**src/rtl/sprc_pkg.sv**
```systemverilog
// Shared types and constants for the stepper position ramp controller.
package sprc_pkg;

  // Field and register widths
  localparam int unsigned PosW    = 25;
  localparam int unsigned FreqW   = 14;
  localparam int unsigned PeriodW = 7;
  localparam int unsigned DbW     = 22;
  localparam int unsigned DeltaW  = FreqW + PeriodW;

  // Configuration register indexes
  typedef enum logic [0:0] {
    CfgTickPeriod = 1'b0,
    CfgDeadband   = 1'b1
  } cfg_idx_e;

  // Configuration reset values
  localparam logic [PeriodW-1:0] TickPeriodReset = 7'd10;
  localparam logic [DbW-1:0]     DeadbandReset   = 22'd80000;

  // Target clamp (+/-10000000) and position saturation limits
  localparam logic signed [PosW-1:0] TargetMax = 25'sd10000000;
  localparam logic signed [PosW-1:0] TargetMin = -25'sd10000000;
  localparam logic signed [PosW:0]   PosMax    = 26'sd16000000;
  localparam logic signed [PosW:0]   PosMin    = -26'sd16000000;

  // Frequency ramp steps in Hz
  localparam logic [FreqW-1:0] FreqMax  = 14'd9600;
  localparam logic [FreqW-1:0] FreqMin  = 14'd800;
  localparam logic [FreqW-1:0] FreqFifth   = 14'(9600 / 5);
  localparam logic [FreqW-1:0] FreqQuarter = 14'(9600 / 4);
  localparam logic [FreqW-1:0] FreqHalf    = 14'(9600 / 2);

  // Next step of the ramp; frequencies off the ramp hold
  function automatic logic [FreqW-1:0] ramp_next(input logic [FreqW-1:0] f);
    logic [FreqW-1:0] r;
    case (f)
      14'd0:       r = FreqMin;
      FreqMin:     r = FreqFifth;
      FreqFifth:   r = FreqQuarter;
      FreqQuarter: r = FreqHalf;
      FreqHalf:    r = FreqMax;
      default:     r = f;
    endcase
    return r;
  endfunction

endpackage

```
**src/rtl/stepper_position_ramp_control.sv**
```systemverilog
// Top level: one stepper axis, position integration, deadband and frequency ramp.
// Path: input register at the accepting edge, then result register; one multiply, add and
// compare between them.
// Throughput: one transaction per cycle while the result channel is not stalled; the axis
// state updates as each item leaves the input register, so consecutive ticks chain with no gap.
// Reset: asynchronous, active low; clears position, frequency and direction to zero and
// loads tick period 10 ms and deadband 80000. Results are held until taken.
module stepper_position_ramp_control
  import sprc_pkg::*;
(
  input  logic                   clk_i,
  input  logic                   rst_ni,
  // configuration write port
  input  logic                   cfg_we_i,
  input  logic [0:0]             cfg_index_i,
  input  logic [DbW-1:0]         cfg_data_i,
  // input channel
  input  logic                   in_valid_i,
  output logic                   in_ready_o,
  input  logic signed [PosW-1:0] target_position_i,
  // result channel
  output logic                   out_valid_o,
  input  logic                   out_ready_i,
  output logic [FreqW-1:0]       step_frequency_o,
  output logic                   move_direction_o,
  output logic signed [PosW-1:0] estimated_position_o
);

  // Configuration registers
  logic [PeriodW-1:0] period_q;
  logic [DbW-1:0]     db_q;

  always_ff @(posedge clk_i or negedge rst_ni) begin
    if (!rst_ni) begin
      period_q <= TickPeriodReset;
      db_q     <= DeadbandReset;
    end else if (cfg_we_i) begin
      unique case (cfg_idx_e'(cfg_index_i))
        CfgTickPeriod: period_q <= cfg_data_i[PeriodW-1:0];
        CfgDeadband:   db_q     <= cfg_data_i;
        default: ;
      endcase
    end
  end

  // Handshake: input register feeds the result register
  logic                   s1_valid_q;
  logic signed [PosW-1:0] tgt_q;
  logic                   s1_adv;

  assign s1_adv     = s1_valid_q && (!out_valid_o || out_ready_i);
  assign in_ready_o = !s1_valid_q || s1_adv;

  always_ff @(posedge clk_i or negedge rst_ni) begin
    if (!rst_ni) begin
      s1_valid_q <= 1'b0;
    end else if (in_ready_o) begin
      s1_valid_q <= in_valid_i;
    end
  end

  // Capture target on accept
  always_ff @(posedge clk_i) begin
    if (in_valid_i && in_ready_o) begin
      tgt_q <= target_position_i;
    end
  end

  // Axis state; the previous direction always equals the stored direction
  logic signed [PosW-1:0] pos_q, pos_d;
  logic [FreqW-1:0]       freq_q, freq_d;
  logic                   dir_q, dir_d;

  logic [DeltaW-1:0]      delta;
  logic signed [PosW:0]   pos_ext, pos_sum, pos_sat;
  logic signed [PosW-1:0] tgt_c;
  logic signed [PosW:0]   err, db_s, db_n;
  logic                   in_band, err_hi, err_lo;

  // Advance and saturate the position
  always_comb begin
    delta   = DeltaW'(freq_q) * DeltaW'(period_q);
    pos_ext = {pos_q[PosW-1], pos_q};
    if (dir_q) begin
      pos_sum = pos_ext - $signed({{(PosW+1-DeltaW){1'b0}}, delta});
    end else begin
      pos_sum = pos_ext + $signed({{(PosW+1-DeltaW){1'b0}}, delta});
    end
    if (pos_sum > PosMax) begin
      pos_sat = PosMax;
    end else if (pos_sum < PosMin) begin
      pos_sat = PosMin;
    end else begin
      pos_sat = pos_sum;
    end
    pos_d = pos_sat[PosW-1:0];
  end

  // Clamp target, form error, compare with deadband, ramp
  always_comb begin
    if (tgt_q > TargetMax) begin
      tgt_c = TargetMax;
    end else if (tgt_q < TargetMin) begin
      tgt_c = TargetMin;
    end else begin
      tgt_c = tgt_q;
    end
    err     = {tgt_c[PosW-1], tgt_c} - pos_sat;
    db_s    = $signed({{(PosW+1-DbW){1'b0}}, db_q});
    db_n    = -db_s;
    err_hi  = err > db_s;
    err_lo  = err < db_n;
    in_band = (err < db_s) && (err > db_n);
    dir_d   = dir_q;
    freq_d  = 14'd0;
    if (!in_band) begin
      if (err_hi) begin
        dir_d = 1'b0;
      end else if (err_lo) begin
        dir_d = 1'b1;
      end
      freq_d = ramp_next(freq_q);
      // drop to zero on reversal
      if (dir_d != dir_q) begin
        freq_d = 14'd0;
      end
    end
  end

  always_ff @(posedge clk_i or negedge rst_ni) begin
    if (!rst_ni) begin
      pos_q  <= '0;
      freq_q <= '0;
      dir_q  <= 1'b0;
    end else if (s1_adv) begin
      pos_q  <= pos_d;
      freq_q <= freq_d;
      dir_q  <= dir_d;
    end
  end

  // Result register
  always_ff @(posedge clk_i or negedge rst_ni) begin
    if (!rst_ni) begin
      out_valid_o <= 1'b0;
    end else if (!out_valid_o || out_ready_i) begin
      out_valid_o <= s1_valid_q;
    end
  end

  always_ff @(posedge clk_i) begin
    if (s1_adv) begin
      step_frequency_o     <= freq_d;
      move_direction_o     <= dir_d;
      estimated_position_o <= pos_d;
    end
  end

  // Assertions
  a_rev_stops: assert property (@(posedge clk_i) disable iff (!rst_ni)
    (s1_adv && dir_d != dir_q) |-> freq_d == 14'd0)
    else $error("reversal with nonzero frequency");

  a_freq_on_ramp: assert property (@(posedge clk_i) disable iff (!rst_ni)
    out_valid_o |-> (step_frequency_o == 14'd0 || step_frequency_o == FreqMin ||
      step_frequency_o == FreqFifth || step_frequency_o == FreqQuarter ||
      step_frequency_o == FreqHalf || step_frequency_o == FreqMax))
    else $error("frequency off the ramp");

  a_ramp_up: assert property (@(posedge clk_i) disable iff (!rst_ni)
    (s1_adv && freq_d != 14'd0) |-> (freq_d > freq_q || freq_d == FreqMax))
    else $error("ramp did not advance");

  a_pos_sat: assert property (@(posedge clk_i) disable iff (!rst_ni)
    out_valid_o |->
      ($signed({estimated_position_o[PosW-1], estimated_position_o}) <= PosMax &&
       $signed({estimated_position_o[PosW-1], estimated_position_o}) >= PosMin))
    else $error("position beyond saturation limit");

  a_state_hold: assert property (@(posedge clk_i) disable iff (!rst_ni)
    !$past(s1_adv) |-> ($stable(pos_q) && $stable(freq_q) && $stable(dir_q)))
    else $error("axis state changed without a tick");

endmodule

```
**config.mk**
```make
export PLATFORM = sky130hd
export DESIGN_NAME = stepper_position_ramp_control
export DESIGN_NICKNAME = d
export VERILOG_FILES = /design/src/rtl/sprc_pkg.sv /design/src/rtl/stepper_position_ramp_control.sv
export SDC_FILE = /design/constraint.sdc
export NUM_CORES = 1
export LEC_CHECK = 0
export ABC_AREA = 1
export BUFFER_PORTS_ARGS = -buffer_cell sky130_fd_sc_hd__buf_2
export CORE_UTILIZATION = 61
export CTS_BUF_LIST = sky130_fd_sc_hd__clkbuf_4
export CTS_CLUSTER_DIAMETER = 150
export DETAILED_ROUTE_END_ITERATION = 12
export HOLD_SLACK_MARGIN = 0.02
export MAX_ROUTING_LAYER = met4
export PLACE_DENSITY = 0.84
export SYNTH_ARGS = -nofsm -noshare
export SYNTH_HDL_FRONTEND = slang
export SYNTH_SLANG_ARGS = --single-unit
```
**constraint.sdc**
```tcl
create_clock -name clk_i -period 13 [get_ports clk_i]
set_clock_uncertainty 0.1 [all_clocks]
set_input_delay 3.25 -clock clk_i [delete_from_list [all_inputs] [get_ports clk_i]]
set_output_delay 3.25 -clock clk_i [all_outputs]
set_load 0.005 [all_outputs]
```
Yosys cells after proc, flatten, opt, wreduce, memory -nomap -nowiden
Index checks and enable logic that the tools add are counted.
Cells by class
  $add $sub $neg: 4
  multipliers: 1
  order comparisons: 8
  eq/ne operators: 5
  multiplexer cells: 12
  bitwise logic cells: 1
  reductions and logical operators: 10
Operators with widths (number)
  two-way mux 26 bit: 3
  case mux 14 bit (5 select lines): 1
  two-way mux 25 bit: 2
  two-way mux 14 bit: 2
  adder 25 x 22 -> 26 bit: 1
  greater-than comparator 26 x 23 -> 1 bit: 1
  greater-than comparator 26 x 25 -> 1 bit, second input constant: 1
  greater-than comparator 26 bit: 1
  less-than comparator 26 x 23 -> 1 bit: 1
  less-than comparator 26 x 25 -> 1 bit, second input constant: 1
  less-than comparator 26 bit: 1
  negation 22 -> 26 bit: 1
  subtractor 25 x 22 -> 26 bit: 1
  subtractor 26 bit: 1
  greater-than comparator 25 bit, second input constant: 1
  less-than comparator 25 bit, second input constant: 1
  multiplier 14 x 7 -> 21 bit: 1
  equality test 14 x 10 -> 1 bit, second input constant: 1
  equality test 14 x 11 -> 1 bit, second input constant: 1
  equality test 14 x 12 -> 1 bit, second input constant: 1
  equality test 14 x 13 -> 1 bit, second input constant: 1
  zero test 14 bit: 1
  two-way mux 1 bit: 4
  AND reduction 2 bit: 2
  other kinds (5): 9
Storage, ports and cells
  bits in registers: 136
  input port bits: 53
  output and inout bits: 42
  word-level logic and storage cells: 52

Depth between registers and ports, before layout
  depth after elaboration: 14
  mapped depth: 76
  depth with buffers taken out: 74

Worst setup path after synthesis
OpenSTA, ideal clock, no wires.
  path kind: register to register
  start: reg period_q[6]
  end: reg step_frequency_o[8] (data pin)
  setup time: 0.261 ns
  data arrival time: 10.297 ns
  data required time: 12.639 ns
  setup slack: 2.342 ns
  cell stages (with the launch flop): 72
  buffers on the path: 2
  clock period less this slack: 10.658 ns
  path through: dfrtp_1 clkbuf_1 nand2_1 fa_1 fa_1 inv_1 fa_1 inv_1 fa_1 inv_1 ha_1 nand2_1 inv_1 nand2_1 nand2_1 nand2_1 nand2_1 nand4_1 [... 36 more ...] inv_1 a221oi_1 nand4_1 nand4_1 nand3_1 nand2_1 nand2_1 nand2_1 nand2_1 nand2_1 nand2_1 nor2_1 nand2_1 nand2_2 inv_6 nand2_8 buf_12 nor2_4
Between the ends
  cells in the longest elaborated chain, start to end: 14
  elaborated cells on any way between the ends: 20
  classes of those cells: 3 x add/sub; 1 x mul; 6 x order compare; 1 x eq/ne; 8 x mux; 1 x reduce/logical
RTL lines
  from (decl): line stepper_position_ramp_control.sv:30  | logic [PeriodW-1:0] period_q;
  from (signal assigned): line stepper_position_ramp_control.sv:35  | period_q <= TickPeriodReset;
  from (signal assigned): line stepper_position_ramp_control.sv:39  | CfgTickPeriod: period_q <= cfg_data_i[PeriodW-1:0];
  multiplier 14 x 7 -> 21 bit *: line stepper_position_ramp_control.sv:82  | delta = DeltaW'(freq_q) * DeltaW'(period_q);
  adder 25 x 22 -> 26 bit or subtractor 25 x 22 -> 26 bit (tied branches): line stepper_position_ramp_control.sv:87, stepper_position_ramp_control.sv:85
  two-way mux 26 bit *: line stepper_position_ramp_control.sv:84  | if (dir_q) begin
  less-than comparator 26 x 25 -> 1 bit: line stepper_position_ramp_control.sv:91  | end else if (pos_sum < PosMin) begin
  two-way mux 26 bit: line stepper_position_ramp_control.sv:91
  two-way mux 26 bit *: line stepper_position_ramp_control.sv:89  | if (pos_sum > PosMax) begin
  named net pos_sat[2]: line stepper_position_ramp_control.sv:75  | logic signed [PosW:0] pos_ext, pos_sum, pos_sat;
  subtractor 26 bit *: line stepper_position_ramp_control.sv:108  | err = {tgt_c[PosW-1], tgt_c} - pos_sat;
  less-than comparator 26 bit: line stepper_position_ramp_control.sv:112  | err_lo = err < db_n;
  two-way mux 1 bit: line stepper_position_ramp_control.sv:119  | end else if (err_lo) begin
  two-way mux 1 bit: line stepper_position_ramp_control.sv:117  | if (err_hi) begin
  two-way mux 1 bit: line stepper_position_ramp_control.sv:116  | if (!in_band) begin
  != test 1 bit: line stepper_position_ramp_control.sv:124  | if (dir_d != dir_q) begin
  two-way mux 14 bit: line stepper_position_ramp_control.sv:124
  two-way mux 14 bit *: line stepper_position_ramp_control.sv:116
  named net freq_d[8]: line stepper_position_ramp_control.sv:71  | logic [FreqW-1:0] freq_q, freq_d;
  to (signal assigned): line stepper_position_ramp_control.sv:153  | step_frequency_o <= freq_d;
  to (decl): line stepper_position_ramp_control.sv:24  | output logic [FreqW-1:0] step_frequency_o,
Mark *: on every way through the listed nets, which the timed path passes. The rest lies on a longest branch. The select of a mux whose other input is x is not followed.
A chain may end at the register's enable or synchronous reset.

Final worst setup path
  start: reg period_q[3]
  end: reg step_frequency_o[1] (data pin)
The elaborated chain is that of the path after synthesis.

==> results.tsv <==
stage	metric	value	unit
floorplanning	I/O pin cnt	95	
timing	worst slew pin tran	1030	ps
cells_and_area	Multi-input gate area	8640	um^2
clock_tree	# H-tree levels	4	
cells_and_area	FF/Latch Area	3760	um^2
clock_tree	clock root cell	clkbuf_4	
global_routing	initial antenna violation count	2	
timing	Final Setup Violations	0	
detailed_routing	Pre-antenna DRT Iters	6	
setup_path	Setup crit start	period_q[3]	
worst_hold_path	Hold Path Depth	2	
setup_path	worst-path fanout max	19	
logic_synthesis	register area share after synthesis	26.7	%
logic_synthesis	Yosys warnings	0	
clock_tree	clock sinks	136	
worst_hold_path	hold_sp	pos_q[5]	
global_routing	first-pass GRT wire length	59600	um
setup_path	Worst setup EP type	register	
timing	final critical-path setup slack	918	ps
timing	fin. max-slew vios	0	
setup_path	RR Startpoint	period_q[3]	
detailed_routing	DRT iter0 DRCs	978	
global_routing	Total GRT Usage	33.0	%
timing	RSZ-0062 raised after global routing	false	
logic_synthesis	Post-synth EDFFs	65	
detailed_routing	Vias	12700	
worst_hold_path	hold path endpoint	pos_q[5]	
setup_path	CP max stage delay	560	ps
clock_tree	Num CTS Buffers	17	
floorplanning	Core Area	22600	um^2
cells_and_area	Layout Cells excl Fill	2283	
logic_synthesis	xor/xnor share of the synthesized area	5.14	%
logic_synthesis	adder-cell area share of the yosys netlist	20.9	%
place	gpl congestion	0.947	
logic_synthesis	post-synthesis compound-gate area fraction	9.01	%
place	pre-CTS setup slack	961	ps
clock_tree	clk_lat worst skew	590	ps
global_routing	vias in the first global route	12400	
setup_path	reg-to-reg slack, setup	920	ps
logic_synthesis	Cell variety after synth	52	
floorplanning	Die W	153	um
detailed_routing	Antenna Nets Post-Route	0	
clock_tree	Hold-fix buffers, CTS	0	
logic_synthesis	register bit total from synthesis	136	
timing	Max-Slew Margin vs Limit	31.6	%
logic_synthesis	Synth area leaders	edfxtp_1 (14%), nand2_1 (13%), ha_1 (12%)	
status	status	complete, no violations	
place	Final HPWL DP	28900	um
floorplanning	Starting Density	61.9	%
floorplanning	Die Span Y	153	um
floorplanning	row cnt	55	
logic_synthesis	Top FF cell, synth	edfxtp_1	
detailed_routing	wire length per cell	16.0	um
logic_synthesis	cell taking the most area after synthesis	edfxtp_1	
detailed_routing	drt drc	0	
setup_path	startpoint type of the worst setup path	register	
logic_synthesis	Cell Area, Synth	14000	um^2
setup_path	Data required, critical path	13220	ps
detailed_routing	drt total wl	36400	um
setup_path	Critical Path AT	12300	ps
job	total of max-cap violations	0	
setup_path	Reg2Reg Depth	71	
cells_and_area	# fillers	1950	
setup_path	most used cell along the critical path	nand2_1	
detailed_routing	drt via density	5.58	
place	placed cell areas	14700	um^2
logic_synthesis	Syn Area/Cell	7.33	um^2
setup_path	slowest cell on the critical path	dfstp_4	
logic_synthesis	Post-Synth Simple-Gate Area	26.7	%
timing	Max Freq	82.8	MHz
cells_and_area	Syn-to-layout area delta	7.02	%
setup_path	WS Path Type	reg2reg	
logic_synthesis	Syn Inst Count	1908	
timing	fin crit share	92.9	%
timing	Final Hold Vio Count	0	
place	placed cells	2248	
cells_and_area	Finished Cell Area	15000	um^2
place	PortBufs	94	
clock_tree	Bufs on Longest Clock Path	2	
global_routing	overall overflow remaining after global route	0	
logic_synthesis	Yosys top cell area share	14.0	%
global_routing	largest net degree at the start of global routing	72	
logic_synthesis	Syn Nets	2158	
logic_synthesis	post-synthesis mux area share	0	%
setup_path	reg2reg end	step_frequency_o[1]	
logic_synthesis	largest family of logic cells by synthesized area	simple AND/OR/NAND/NOR gates	
logic_synthesis	Post-synth ARST share	52.2	%
timing	setup_tns	0	ps
worst_hold_path	hold crit path type	reg2reg	
cells_and_area	final-stage net count	2233	
timing	Final min period	12080	ps
clock_tree	CTS clk-pin slew, worst paths	140	ps
floorplanning	die area	23500	um^2
cells_and_area	layout cells sized above 1	9.57	%
clock_tree	CTS tree	yes	
[stage by stage]
stage               utilization (%)  hold WS [ps]
floorplan                         -           349
global placement               64.9           367
detailed placement             64.9           374
CTS                            66.1           407
global route                   66.3           431
finish                         66.3           407
[timing repair]
item | in CTS | in global routing
gates resized for setup | 0 | 15
setup endpoints to repair | 0 | 28
buffers inserted | 0 | 1
[synthesized netlist by cell type, types with 8 or more instances]
| library cell | count |
|---|---|
| ha_1 | 136 |
| clkbuf_1 | 36 |
| nand4_1 | 47 |
| a31oi_1 | 8 |
| o21ai_1 | 10 |
| edfxtp_1 | 65 |
| nand3b_1 | 10 |
| xnor2_1 | 28 |
| nor2_1 | 135 |
| dfrtp_1 | 64 |
| xor2_1 | 54 |
| fa_1 | 61 |
| inv_1 | 369 |
| nand2_1 | 484 |
| a21oi_1 | 116 |
| nor3_1 | 27 |
| o21ai_0 | 60 |
| nand3_1 | 88 |
| nor4_1 | 14 |
| nor2_4 | 12 |
[registers in the layout, indices dropped and copies added, names as in the netlist, 7 cells and up]
name,count
db_q,22
estimated_position_o,25
freq_q,14
period_q,7
pos_q,25
step_frequency_o,14
tgt_q,25
[kinds of logic (layout without fill, tap and decap cells)]
group                    after synthesis  after routing
buffers and inverters                420            508
other                                  0              2
AO/OA/AOI/OAI                        230            230
flip-flops                           136            136
XOR/XNOR                              82             82
AND/OR/NAND/NOR                      843            843
adder cells (fa/ha/maj)              197            197
[metal layers]
metal / track usage [%] / wire [um] / vias up / part of all wire (%)
met2: 52.8 / 16900 / 487 / 46
met3: 5.93 / 2670 / 103 / 7.3
met1: 40.8 / 15400 / 5903 / 42
met5: - / 0 / - / 0
li1: - / - / 6236 / -
met4: 14.7 / 1460 / 0 / 4.0
[layout by cell type, fill, tap and decap left out, types with 14 or more instances in the layout]
| cell type | Yosys | layout |
|---|---|---|
| inv_1 | 369 | 368 |
| fa_1 | 61 | 61 |
| o21ai_0 | 60 | 60 |
| a21oi_1 | 116 | 116 |
| edfxtp_1 | 65 | 65 |
| nand2_1 | 484 | 484 |
| dfrtp_1 | 64 | 53 |
| buf_2 | 2 | 93 |
| nor4_1 | 14 | 14 |
| xnor2_1 | 28 | 28 |
| ha_1 | 136 | 136 |
| nor3_1 | 27 | 26 |
| nand3_1 | 88 | 88 |
| xor2_1 | 54 | 54 |
| nor2_1 | 135 | 135 |
| nand4_1 | 47 | 47 |
| clkbuf_4 | 0 | 17 |
[area by class of cell]
type                            instances  share of cell area, %
Multi-Input combinational cell       1352                   57.8
Sequential cell                       136                   25.1
Inverter                              376                   9.47
Timing Repair Buffer                  100                   3.46
Tap cell                              285                   2.38
Clock inverter                         15                  0.895
Clock buffer                           17                  0.853
Antenna cell                            2                 0.0335
[how the worst max path moves through the flow]
| stage | to | slack [ps] | depth (start not counted) |
|---|---|---|---|
| final | step_frequency_o[1] | 920 | 71 |
| after global routing | step_frequency_o[1] | 4 | 70 |
| after CTS | step_frequency_o[1] | 870 | 69 |
| after detailed placement | step_frequency_o[11] | 960 | 69 |
| after global placement | step_frequency_o[11] | 1220 | 69 |
| after floorplan | step_frequency_o[8] | 2340 | 71 |
[worst max-delay path, delay by kind of cell, from the launching register on]
kind | cells | cell delay (ps)
compound gates | 12 | 2460
xor+xnor | 2 | 360
fa+ha+maj | 8 | 3310
buf+inv | 13 | 870
flops | 1 | 560
simple gates | 36 | 4110
Power is not shown: default switching activity piles up to over one toggle a cycle in this logic, so the estimate is an artifact.
